==> src/rtl/core/smt_pkg.sv <==
package smt_pkg;

  // fixed field widths and the default table capacity
  localparam int DATA_W           = 32;
  localparam int COUNT_FIELD_W    = 7;
  localparam int DEFAULT_CAPACITY = 64;

  // beat widths on the stream ports
  localparam int S_TDATA_W = 32;
  localparam int S_TUSER_W = 1;
  localparam int M_TDATA_W = 16;

  // operation codes
  localparam logic OP_INSERT = 1'b0;
  localparam logic OP_REMOVE = 1'b1;

  // sequencer states
  typedef enum logic [2:0] {
    ST_IDLE,
    ST_START,
    ST_INS_SCAN,
    ST_INS_LAST,
    ST_REM_SCAN,
    ST_REM_SHIFT,
    ST_RESULT
  } state_t;

endpackage

==> src/rtl/core/smt_ram.sv <==
module smt_ram #(
  parameter int WIDTH = 32,
  parameter int DEPTH = 64
) (
  input  logic                     clk,
  input  logic                     wr_en,
  input  logic [$clog2(DEPTH)-1:0] wr_addr,
  input  logic [WIDTH-1:0]         wr_data,
  input  logic [$clog2(DEPTH)-1:0] rd_addr,
  output logic [WIDTH-1:0]         rd_data
);

  logic [WIDTH-1:0] mem [DEPTH];

  // one write port, one registered read port
  always_ff @(posedge clk) begin
    if (wr_en) begin
      mem[wr_addr] <= wr_data;
    end
    rd_data <= mem[rd_addr];
  end

endmodule

==> src/rtl/core/sorted_multiset_table.sv <==
// channel  | dir | beat contents
// ---------+-----+---------------------------------------------------------
// s_*      | in  | tdata: value[31:0]; tuser: opcode[0]
// m_*      | out | tdata: ok[0], entry_count[7:1], is_empty[8], zeros[15:9]
//
// one item at a time; a single ram read port and one signed comparator walk the
// table, and a finished item is held in ST_RESULT until the output register is
// free, so m_tready back-pressure stalls the sequencer there.
// insert scans down moving entries up; remove scans up to a match, then moves the tail down.
// rst clears the entry count and the sequencer; table contents need no reset.
// a new beat can be taken while the previous result still waits on m_tready.
module sorted_multiset_table #(
  parameter int CAPACITY = smt_pkg::DEFAULT_CAPACITY
) (
  input  logic                           clk,
  input  logic                           rst,
  input  logic                           s_tvalid,
  output logic                           s_tready,
  input  logic [smt_pkg::S_TDATA_W-1:0]  s_tdata,  // value[31:0]
  input  logic [smt_pkg::S_TUSER_W-1:0]  s_tuser,  // opcode[0]
  output logic                           m_tvalid,
  input  logic                           m_tready,
  output logic [smt_pkg::M_TDATA_W-1:0]  m_tdata   // ok, entry_count[6:0], is_empty, pad
);

  import smt_pkg::*;

  localparam int AW = $clog2(CAPACITY);
  localparam int CW = $clog2(CAPACITY + 1);

  state_t state, state_next;

  logic              op;
  logic [DATA_W-1:0] val;
  logic [AW-1:0]     idx, idx_next;
  logic [CW-1:0]     count, count_next;
  logic              res_ok, res_ok_next;

  logic              wr_en;
  logic [AW-1:0]     wr_addr;
  logic [DATA_W-1:0] wr_data;
  logic [AW-1:0]     rd_addr;
  logic [DATA_W-1:0] rd_data;

  logic [CW:0]       idx_p1, idx_p2;
  logic              data_lt, data_eq;
  logic              is_full, is_zero, at_bottom;
  logic              out_free;

  smt_ram #(
    .WIDTH (DATA_W),
    .DEPTH (CAPACITY)
  ) u_ram (
    .clk     (clk),
    .wr_en   (wr_en),
    .wr_addr (wr_addr),
    .wr_data (wr_data),
    .rd_addr (rd_addr),
    .rd_data (rd_data)
  );

  // shared comparator: stored entry against the operand
  assign data_lt = $signed(rd_data) < $signed(val);
  assign data_eq = rd_data == val;

  assign idx_p1    = (CW + 1)'(idx) + (CW + 1)'(1);
  assign idx_p2    = (CW + 1)'(idx) + (CW + 1)'(2);
  assign is_full   = count == CW'(CAPACITY);
  assign is_zero   = count == '0;
  assign at_bottom = idx == '0;
  assign out_free  = !m_tvalid || m_tready;

  assign s_tready = state == ST_IDLE;

  // next state
  always_comb begin
    state_next = state;
    case (state)
      ST_IDLE: begin
        if (s_tvalid) state_next = ST_START;
      end
      ST_START: begin
        if (op == OP_INSERT) begin
          state_next = (is_full || is_zero) ? ST_RESULT : ST_INS_SCAN;
        end else begin
          state_next = is_zero ? ST_RESULT : ST_REM_SCAN;
        end
      end
      ST_INS_SCAN: begin
        if (data_lt) state_next = ST_RESULT;
        else if (at_bottom) state_next = ST_INS_LAST;
      end
      ST_INS_LAST: state_next = ST_RESULT;
      ST_REM_SCAN: begin
        if (data_lt) begin
          if (idx_p1 == (CW + 1)'(count)) state_next = ST_RESULT;
        end else if (data_eq) begin
          state_next = (idx_p1 == (CW + 1)'(count)) ? ST_RESULT : ST_REM_SHIFT;
        end else begin
          state_next = ST_RESULT;
        end
      end
      ST_REM_SHIFT: begin
        if (idx_p2 == (CW + 1)'(count)) state_next = ST_RESULT;
      end
      ST_RESULT: begin
        if (out_free) state_next = ST_IDLE;
      end
      default: state_next = ST_IDLE;
    endcase
  end

  // datapath control
  always_comb begin
    wr_en       = 1'b0;
    wr_addr     = idx;
    wr_data     = rd_data;
    rd_addr     = idx;
    idx_next    = idx;
    count_next  = count;
    res_ok_next = res_ok;
    case (state)
      ST_START: begin
        res_ok_next = 1'b0;
        if (op == OP_INSERT) begin
          if (!is_full) begin
            if (is_zero) begin
              wr_en       = 1'b1;
              wr_addr     = '0;
              wr_data     = val;
              count_next  = count + CW'(1);
              res_ok_next = 1'b1;
            end else begin
              rd_addr  = AW'(count - CW'(1));
              idx_next = AW'(count - CW'(1));
            end
          end
        end else if (!is_zero) begin
          rd_addr  = '0;
          idx_next = '0;
        end
      end
      ST_INS_SCAN: begin
        wr_en   = 1'b1;
        wr_addr = AW'(idx_p1);
        if (data_lt) begin
          wr_data     = val;
          count_next  = count + CW'(1);
          res_ok_next = 1'b1;
        end else begin
          wr_data  = rd_data;
          rd_addr  = idx - AW'(1);
          idx_next = idx - AW'(1);
        end
      end
      ST_INS_LAST: begin
        wr_en       = 1'b1;
        wr_addr     = '0;
        wr_data     = val;
        count_next  = count + CW'(1);
        res_ok_next = 1'b1;
      end
      ST_REM_SCAN: begin
        if (data_lt) begin
          if (idx_p1 != (CW + 1)'(count)) begin
            rd_addr  = AW'(idx_p1);
            idx_next = AW'(idx_p1);
          end
        end else if (data_eq) begin
          if (idx_p1 == (CW + 1)'(count)) begin
            count_next  = count - CW'(1);
            res_ok_next = 1'b1;
          end else begin
            rd_addr = AW'(idx_p1);
          end
        end
      end
      ST_REM_SHIFT: begin
        wr_en   = 1'b1;
        wr_addr = idx;
        wr_data = rd_data;
        if (idx_p2 == (CW + 1)'(count)) begin
          count_next  = count - CW'(1);
          res_ok_next = 1'b1;
        end else begin
          rd_addr  = AW'(idx_p2);
          idx_next = AW'(idx_p1);
        end
      end
      default: begin
      end
    endcase
  end

  // sequencer and count registers
  always_ff @(posedge clk) begin
    if (rst) begin
      state <= ST_IDLE;
      count <= '0;
    end else begin
      state <= state_next;
      count <= count_next;
    end
  end

  // operand and scan registers
  always_ff @(posedge clk) begin
    if (s_tvalid && s_tready) begin
      op  <= s_tuser[0];
      val <= s_tdata[DATA_W-1:0];
    end
    idx    <= idx_next;
    res_ok <= res_ok_next;
  end

  // result register
  always_ff @(posedge clk) begin
    if (rst) begin
      m_tvalid <= 1'b0;
    end else if (state == ST_RESULT && out_free) begin
      m_tvalid <= 1'b1;
    end else if (m_tready) begin
      m_tvalid <= 1'b0;
    end
  end

  always_ff @(posedge clk) begin
    if (state == ST_RESULT && out_free) begin
      m_tdata <= {(M_TDATA_W - COUNT_FIELD_W - 2)'(0), is_zero,
                  COUNT_FIELD_W'(count), res_ok};
    end
  end

  // count stays within the table
  a_count_bound: assert property (@(posedge clk) disable iff (rst)
    count <= CW'(CAPACITY))
    else $error("entry count above capacity");

  // writes land inside the occupied range or one past it
  a_write_range: assert property (@(posedge clk) disable iff (rst)
    wr_en |-> (CW + 1)'(wr_addr) <= (CW + 1)'(count))
    else $error("table write beyond occupied range");

  // count moves only as an operation finishes
  a_count_step: assert property (@(posedge clk) disable iff (rst)
    (count != $past(count)) |-> state == ST_RESULT)
    else $error("entry count changed mid-operation");

  // a finished insert or remove changes the count by at most one
  a_ok_step: assert property (@(posedge clk) disable iff (rst)
    (count != $past(count)) |->
      (count == $past(count) + CW'(1)) || (count == $past(count) - CW'(1)))
    else $error("entry count moved by more than one");

endmodule

==> config.mk <==
export PLATFORM = sky130hd
export DESIGN_NAME = sorted_multiset_table
export DESIGN_NICKNAME = d
export VERILOG_FILES = /design/src/rtl/core/smt_pkg.sv /design/src/rtl/core/smt_ram.sv /design/src/rtl/core/sorted_multiset_table.sv
export SDC_FILE = /design/constraint.sdc
export NUM_CORES = 2
export LEC_CHECK = 0
export ABC_CLOCK_PERIOD_IN_PS = 8100
export BUFFER_PORTS_ARGS = -buffer_cell sky130_fd_sc_hd__buf_2
export CORE_ASPECT_RATIO = 0.5
export CORE_MARGIN = 2
export CORE_UTILIZATION = 50
export CTS_CLUSTER_SIZE = 14
export DETAILED_ROUTE_END_ITERATION = 10
export GPL_TIMING_DRIVEN = 0
export HOLD_SLACK_MARGIN = 0.02
export PLACE_DENSITY = 0.63
export SYNTH_ARGS = -nofsm -noshare
export SYNTH_HDL_FRONTEND = slang
export SYNTH_HIERARCHICAL = 1
export SYNTH_SLANG_ARGS = --single-unit
==> constraint.sdc <==
create_clock -name clk -period 8.1 [get_ports clk]
set_clock_uncertainty 0.15 [all_clocks]
set_input_delay 1.62 -clock clk [delete_from_list [all_inputs] [get_ports clk]]
set_output_delay 1.62 -clock clk [all_outputs]
set_load 0.02 [all_outputs]
==> Word-level counts from Yosys, hierarchy flattened <==
Memory sizes are Yosys's and may differ from the RTL's. A register that Yosys moved wholly into a read port is not among the register bits.
Index checks and enable logic that the tools add are counted.
{ "totals": {"register_bits": 60, "mem_bits_rw": 2048, "input_bits": 37, "elab_cells": 115, "memories": 1} }
{ "op_classes": {"add_sub_neg": 5, "magnitude_cmp": 1, "n_eq_ne": 25, "muxes": 59, "n_reduce_logical": 16} }
{ "memory_table": {"columns": ["name", "words", "word_bits", "rd", "rd_ports_with_merged_regs", "write_ports", "line_no", "rtl"], "rows": [
  ["u_ram.mem", 64, 32, 1, 1, 1, "smt_ram.sv:13", "logic [WIDTH-1:0] mem [DEPTH];"]
]} }
{ "ops": {"columns": ["cell", "n"], "rows": [
  ["32-bit two-way mux", 4],
  ["32-bit one-hot mux with 3 select lines", 1],
  ["6-bit two-way mux", 15],
  ["7-bit two-way mux", 8],
  ["6-bit one-hot mux with 4 select lines", 2],
  ["7-bit one-hot mux with 5 select lines", 1],
  ["32-bit == test", 1],
  ["32-bit < comparator", 1],
  ["3-bit two-way mux", 9],
  ["2-bit != test, second input constant", 12],
  ["3-bit one-hot mux with 7 select lines", 1],
  ["6-bit one-hot mux with 3 select lines", 1],
  ["7-bit == test", 2],
  ["1-bit two-way mux", 12],
  ["3-bit == test, second input constant", 3],
  ["9-bit AND reduction", 1],
  ["6-bit by 1-bit adder with 7-bit output, second input constant", 1],
  ["6-bit by 2-bit adder with 7-bit output, second input constant", 1],
  ["7-bit by 1-bit adder with 7-bit output, second input constant", 1],
  ["7-bit == test, second input constant", 1],
  ["7-bit zero test", 1],
  ["7-bit != test", 1],
  ["7-bit by 1-bit subtractor with 7-bit output, second input constant", 1],
  ["3-bit by 2-bit == test with 1-bit output, second input constant", 2],
  ["other kinds (18)", 23]
]} }

==> Logic depth before layout (Yosys ltp) <==
{ "logic_depth": {"word_depth": 7, "mapped_depth": 22, "mapped_depth_nobuf": 16} }

==> Hierarchy <==
The synthesis kept the hierarchy.
{ "by_module_without_submodules": {"columns": ["mod", "instances", "cells_per_inst", "area_each_um2", "seq_area_each_um2"], "rows": [
  ["smt_ram", 1, 3324, 78515.3, 62139.6],
  ["sorted_multiset_table", 1, 589, 5126.2, 1691.6]
]} }

==> Worst setup path after synthesis <==
No wires, ideal clock.
{ "synth_timing": {"path_kind": "reg2reg", "start": "register val[31]", "end": "memory u_ram.mem[0][31], data pin", "arrival_ns": 5.569, "setup_slack_ns": 1.476, "stages_incl_launch_ff": 10, "n_path_buf": 0, "period_less_slack_ns": 6.624, "path_cell_list": "edfxtp_1 > inv_1 > ha_1 > nand4_2 > or4_4 > a31oi_4 > nor3_1 > nor2_1 > a21oi_1 > o41ai_1"} }
{ "synth_between": {"elab_chain_cells": 4, "word_cells_on_any_way": 6} }
{ "synth_lines": {"columns": ["item", "line_no", "rtl"], "rows": [
  ["start: declaration", "sorted_multiset_table.sv:34", "logic [DATA_W-1:0] val;"],
  ["start signal: assignment", "sorted_multiset_table.sv:210", "val <= s_tdata[DATA_W-1:0];"],
  ["parallel branches: the longest is 3 deep, another holds 32-bit < comparator", null, null],
  ["32-bit one-hot mux with 3 select lines (*)", "sorted_multiset_table.sv:122", "case (state)"],
  ["named net wr_data[31]", "sorted_multiset_table.sv:41", "logic [DATA_W-1:0] wr_data;"],
  ["end: declaration", "smt_ram.sv:13", null]
]} }
Mark *: on every way through the listed nets, which the timed path passes.

==> Worst setup path in the final report <==
{ "layout_timing": {"start": "register val[9]", "end": "register u_ram.rd_data[2], read port of u_ram.mem"} }
{ "layout_between": {"elab_chain_cells": 4, "word_cells_on_any_way": 6} }
{ "layout_lines": {"columns": ["item", "line_no", "rtl"], "rows": [
  ["parallel branches: the longest is 3 deep, another holds 32-bit < comparator", null, null],
  ["6-bit one-hot mux with 4 select lines (*)", "sorted_multiset_table.sv:122", null],
  ["named net rd_addr[3]", "sorted_multiset_table.sv:42", "logic [AW-1:0] rd_addr;"],
  ["end: declaration", "smt_ram.sv:10", "output logic [WIDTH-1:0] rd_data"]
]} }
Marked as above.
A chain may end at the register's enable or synchronous reset.

==> out/qor.yml <==
sta:
  slew_headroom_pct: 1.21
  finalHoldViolCount: 0
  rsz0062_at_grt: "false"
  final-max-slew-violation-count: 0
  setup_viol: 2
  post-route-period-util_pct: 101
  layout_setup_ws_ns: -0.0615
  fin_crit_ns: 8.16
  fmax_ghz: 0.123
  max_slew.worst_pin.slew_ns: 1.48
floorplanning:
  ios: 55
  coreArea_um2: 167000
  die_h_um: 293
  die_area_um2: 171000
  start_util_pct: 50.2
  die_w_um: 582
  rows: 106
drt:
  ant_nets: 0
  vias: 45000
  finalWirelength_um: 258000
  avgViaCountPerCell: 6.79
  met2_length_um: 114000
  post-route-drc-count: 0
  wl_per_cell_um: 38.9
  wl_met1_um: 96800
  top_layer_used: "met5"
  met3_length_um: 37500
  drtPass1Iterations: 6
  first_iter_violations: 7965
clock_network:
  insertion_delay_ns: 0.86
  numCtsBuffers: 194
  clock_sinks: 2140
  clockBufferDepth: 4
  clkSlewWorstSetupHoldPaths_ns: 0.06
  root_buffer: "clkbuf_16"
  cts_tree: "yes"
  cts.htree.levels: 4
  cts_hold_buffers: 0
synthesis:
  synth_area_per_cell_um2: 21.4
  synth.distinct_cells: 78
  yosys.area.top_type_share_pct: 75.3
  yosysSeqAreaShare_pct: 76.3
  ys_seq_elements: 2140
  yosys-top-cells-area: "edfxtp_1 (75%), mux4_2 (15%), mux2i_1 (1.2%)"
  async_flop_share_pct: 0
  synth_largest_area_cell: "edfxtp_1"
  synthFlopType: "edfxtp_1"
  synth_area_um2: 83600
  synth_edf_count: 2097
  synth_warnings: 6
  syn_inst: 3913
place:
  numPortBuffers: 47
  place.gp.congestion: 0.926
  dp_hpwl_um: 173000
  dp_slack_ns: 0.0563
global_routing:
  grt-ovfl-total: 0
  grt_pass1_wl_um: 349000
  grtUsageTotal_pct: 30.2
  grt_max_degree: 65
  first_global_vias: 42900
  antenna_found_initial: 6
worst_setup_path:
  critical_path_arrival_ns: 8.62
  end_kind: "register"
  endpoint: "u_ram/rd_data[2]$_DFF_P_"
  reg2reg_from: "val[9]$_DFFE_PP_"
  critPathMaxFanout: 10
  startpoint_type: "register"
  worstSetupPathType: "register to register"
  startpoint: "val[9]$_DFFE_PP_"
  r2r_slack_ns: -0.06
  reg2reg_depth: 18
  cp.required_ns: 8.56
  timing.rr.end: "u_ram/rd_data[2]$_DFF_P_"
final_layout:
  drive_gt1_share_pct: 26.8
  fillerInstances: 12000
  multi_input_area_um2: 19100
  final_nets: 4376
  regArea_um2: 63800
  syn2layout_area_growth_pct: 14.4
status:
  status: "finished with violations"
  violations: "negative setup slack"
hold_path:
  worstHoldPathType: "register to register"
flow_run:
  maxCapViolations: 0
==> cell usage in the layout, fill, tap and decap left out, types with 30 or more instances in the layout <==
cell type and count:
ha_1 43, inv_1 45, buf_12 96, edfxtp_1 2097
mux4_2 544, nand2_1 65, clkbuf_1 131, dfxtp_1 43
buf_4 38, mux2i_1 99, a21oi_1 102, clkbuf_16 200
a22o_2 30, nor2_1 119, o22ai_1 86, buf_2 113
o21ai_0 33, clkinv_1 44, nor2_4 62
==> layout make-up <==
type	count	share of cell area, %
clock buffers	247	5.45
inverters	47	0.184
plain buffers	222	1.15
clock inverters	69	0.485
well taps	2214	2.90
diodes	1	0.00262
flip-flops and latches	2140	66.7
multi-input cells	1510	20.0
repair buffers	181	3.12
==> how the worst min path moves through the flow <==
stage                     depth (start not counted)  slack (ns)                  start              endpoint
after detailed placement                          0        0.28  count[5]$_SDFFE_PP0P_  m_tdata[6]$_DFFE_PP_
after CTS                                         0        0.30  count[5]$_SDFFE_PP0P_  m_tdata[6]$_DFFE_PP_
final                                             0        0.30  count[5]$_SDFFE_PP0P_  m_tdata[6]$_DFFE_PP_
after global placement                            0        0.26  count[4]$_SDFFE_PP0P_  m_tdata[5]$_DFFE_PP_
after global routing                              0        0.30  count[5]$_SDFFE_PP0P_  m_tdata[6]$_DFFE_PP_
after floorplan                                   0        0.25   res_ok$_SDFFCE_PP1P_  m_tdata[0]$_DFFE_PP_
==> per-stage QoR <==
step | util, % | hold slack (ns) | TNS [ns] | instances | area [um2]
5_1_grt | 57.4 | 0.305 | 0 | 6630 | 95700
2_1_floorplan | - | 0.250 | 0 | 3919 | 83700
3_5_place_dp | 54.0 | 0.282 | 0 | 6314 | 90000
6_report | 57.4 | 0.298 | -0.0677 | 6631 | 95700
4_1_cts | 57.4 | 0.301 | 0 | 6630 | 95600
3_3_place_gp | 52.0 | 0.264 | -460.20 | 6180 | 86700
==> flip-flops by register name (all words and copies together) (netlist names) <==
register	flops
count	7
idx	6
m_tdata	9
m_tvalid	1
op	1
res_ok	1
state	3
u_ram/mem	2048
u_ram/rd_data	32
val	32
==> critical path, cell delays in order (launching register included) <==
cell and delay, ns:
edfxtp_1 0.52, inv_1 0.08, ha_1 0.32, nand4_1 0.30, nor2_1 0.11, a221oi_1 0.85
a31oi_4 0.27, o21ai_1 0.53, buf_2 0.36, nand2_1 0.07, o21ai_0 0.09, a221oi_1 0.10
o21ai_1 0.74, buf_2 0.34, buf_2 0.37, clkdlybuf4s15_1 0.99, mux4_2 0.42, o22ai_1 0.97
nor2_1 0.30
==> cell usage after synthesis, drive strengths merged (3+ instances only) <==
cell / instances
a211oi: 10
a21boi: 3
a21oi: 102
a221o: 3
a221oi: 5
a22o: 32
a22oi: 14
a311oi: 10
a31oi: 10
a41o: 4
and2: 9
and3: 6
buf: 128
clkbuf: 94
dfxtp: 43
edfxtp: 2097
ha: 43
inv: 45
mux2i: 99
mux4: 544
nand2: 66
nand2b: 18
nand3: 22
nand3b: 5
nand4: 11
nor2: 181
nor2b: 21
nor3: 24
nor3b: 5
nor4: 4
o211ai: 3
o21ai: 41
o221ai: 29
o22ai: 90
o31ai: 7
o32ai: 5
or2: 5
or3: 13
or3b: 6
xnor2: 20
xor2: 7
==> per-layer routing <==
| layer | up-vias | global-route usage, % |
|---|---|---|
| met1 | 24000 | 43.1 |
| met5 | - | 0 |
| met3 | 480 | 9.39 |
| met4 | 2 | 9.52 |
| met2 | 3371 | 44.8 |
| li1 | 17200 | - |
==> timing repair <==
| action | CTS | global route |
|---|---|---|
| endpoints found under the setup margin | 0 | 18 |
| buffers inserted | 0 | 0 |
| resized for setup | 0 | 9 |
==> cell families (layout without fill, tap and decap cells) <==
| group | count (synthesis) | after routing | synth area share (%) |
|---|---|---|---|
| XOR/XNOR | 27 | 27 | 0.283 |
| AND/OR/NAND/NOR | 401 | 401 | 2.29 |
| adder cells (fa/ha/maj) | 43 | 43 | 0.643 |
| flip-flops | 2140 | 2140 | 76.3 |
| AO/OA/AOI/OAI | 389 | 389 | 3.13 |
| other | 1 | 8 | 0.00448 |
| multiplexers | 643 | 643 | 15.8 |
| buffers and inverters | 269 | 766 | 1.51 |
Power is left out: the tool's default activity adds up to more than one toggle a clock period on the data nets, which glitch-free logic cannot reach.
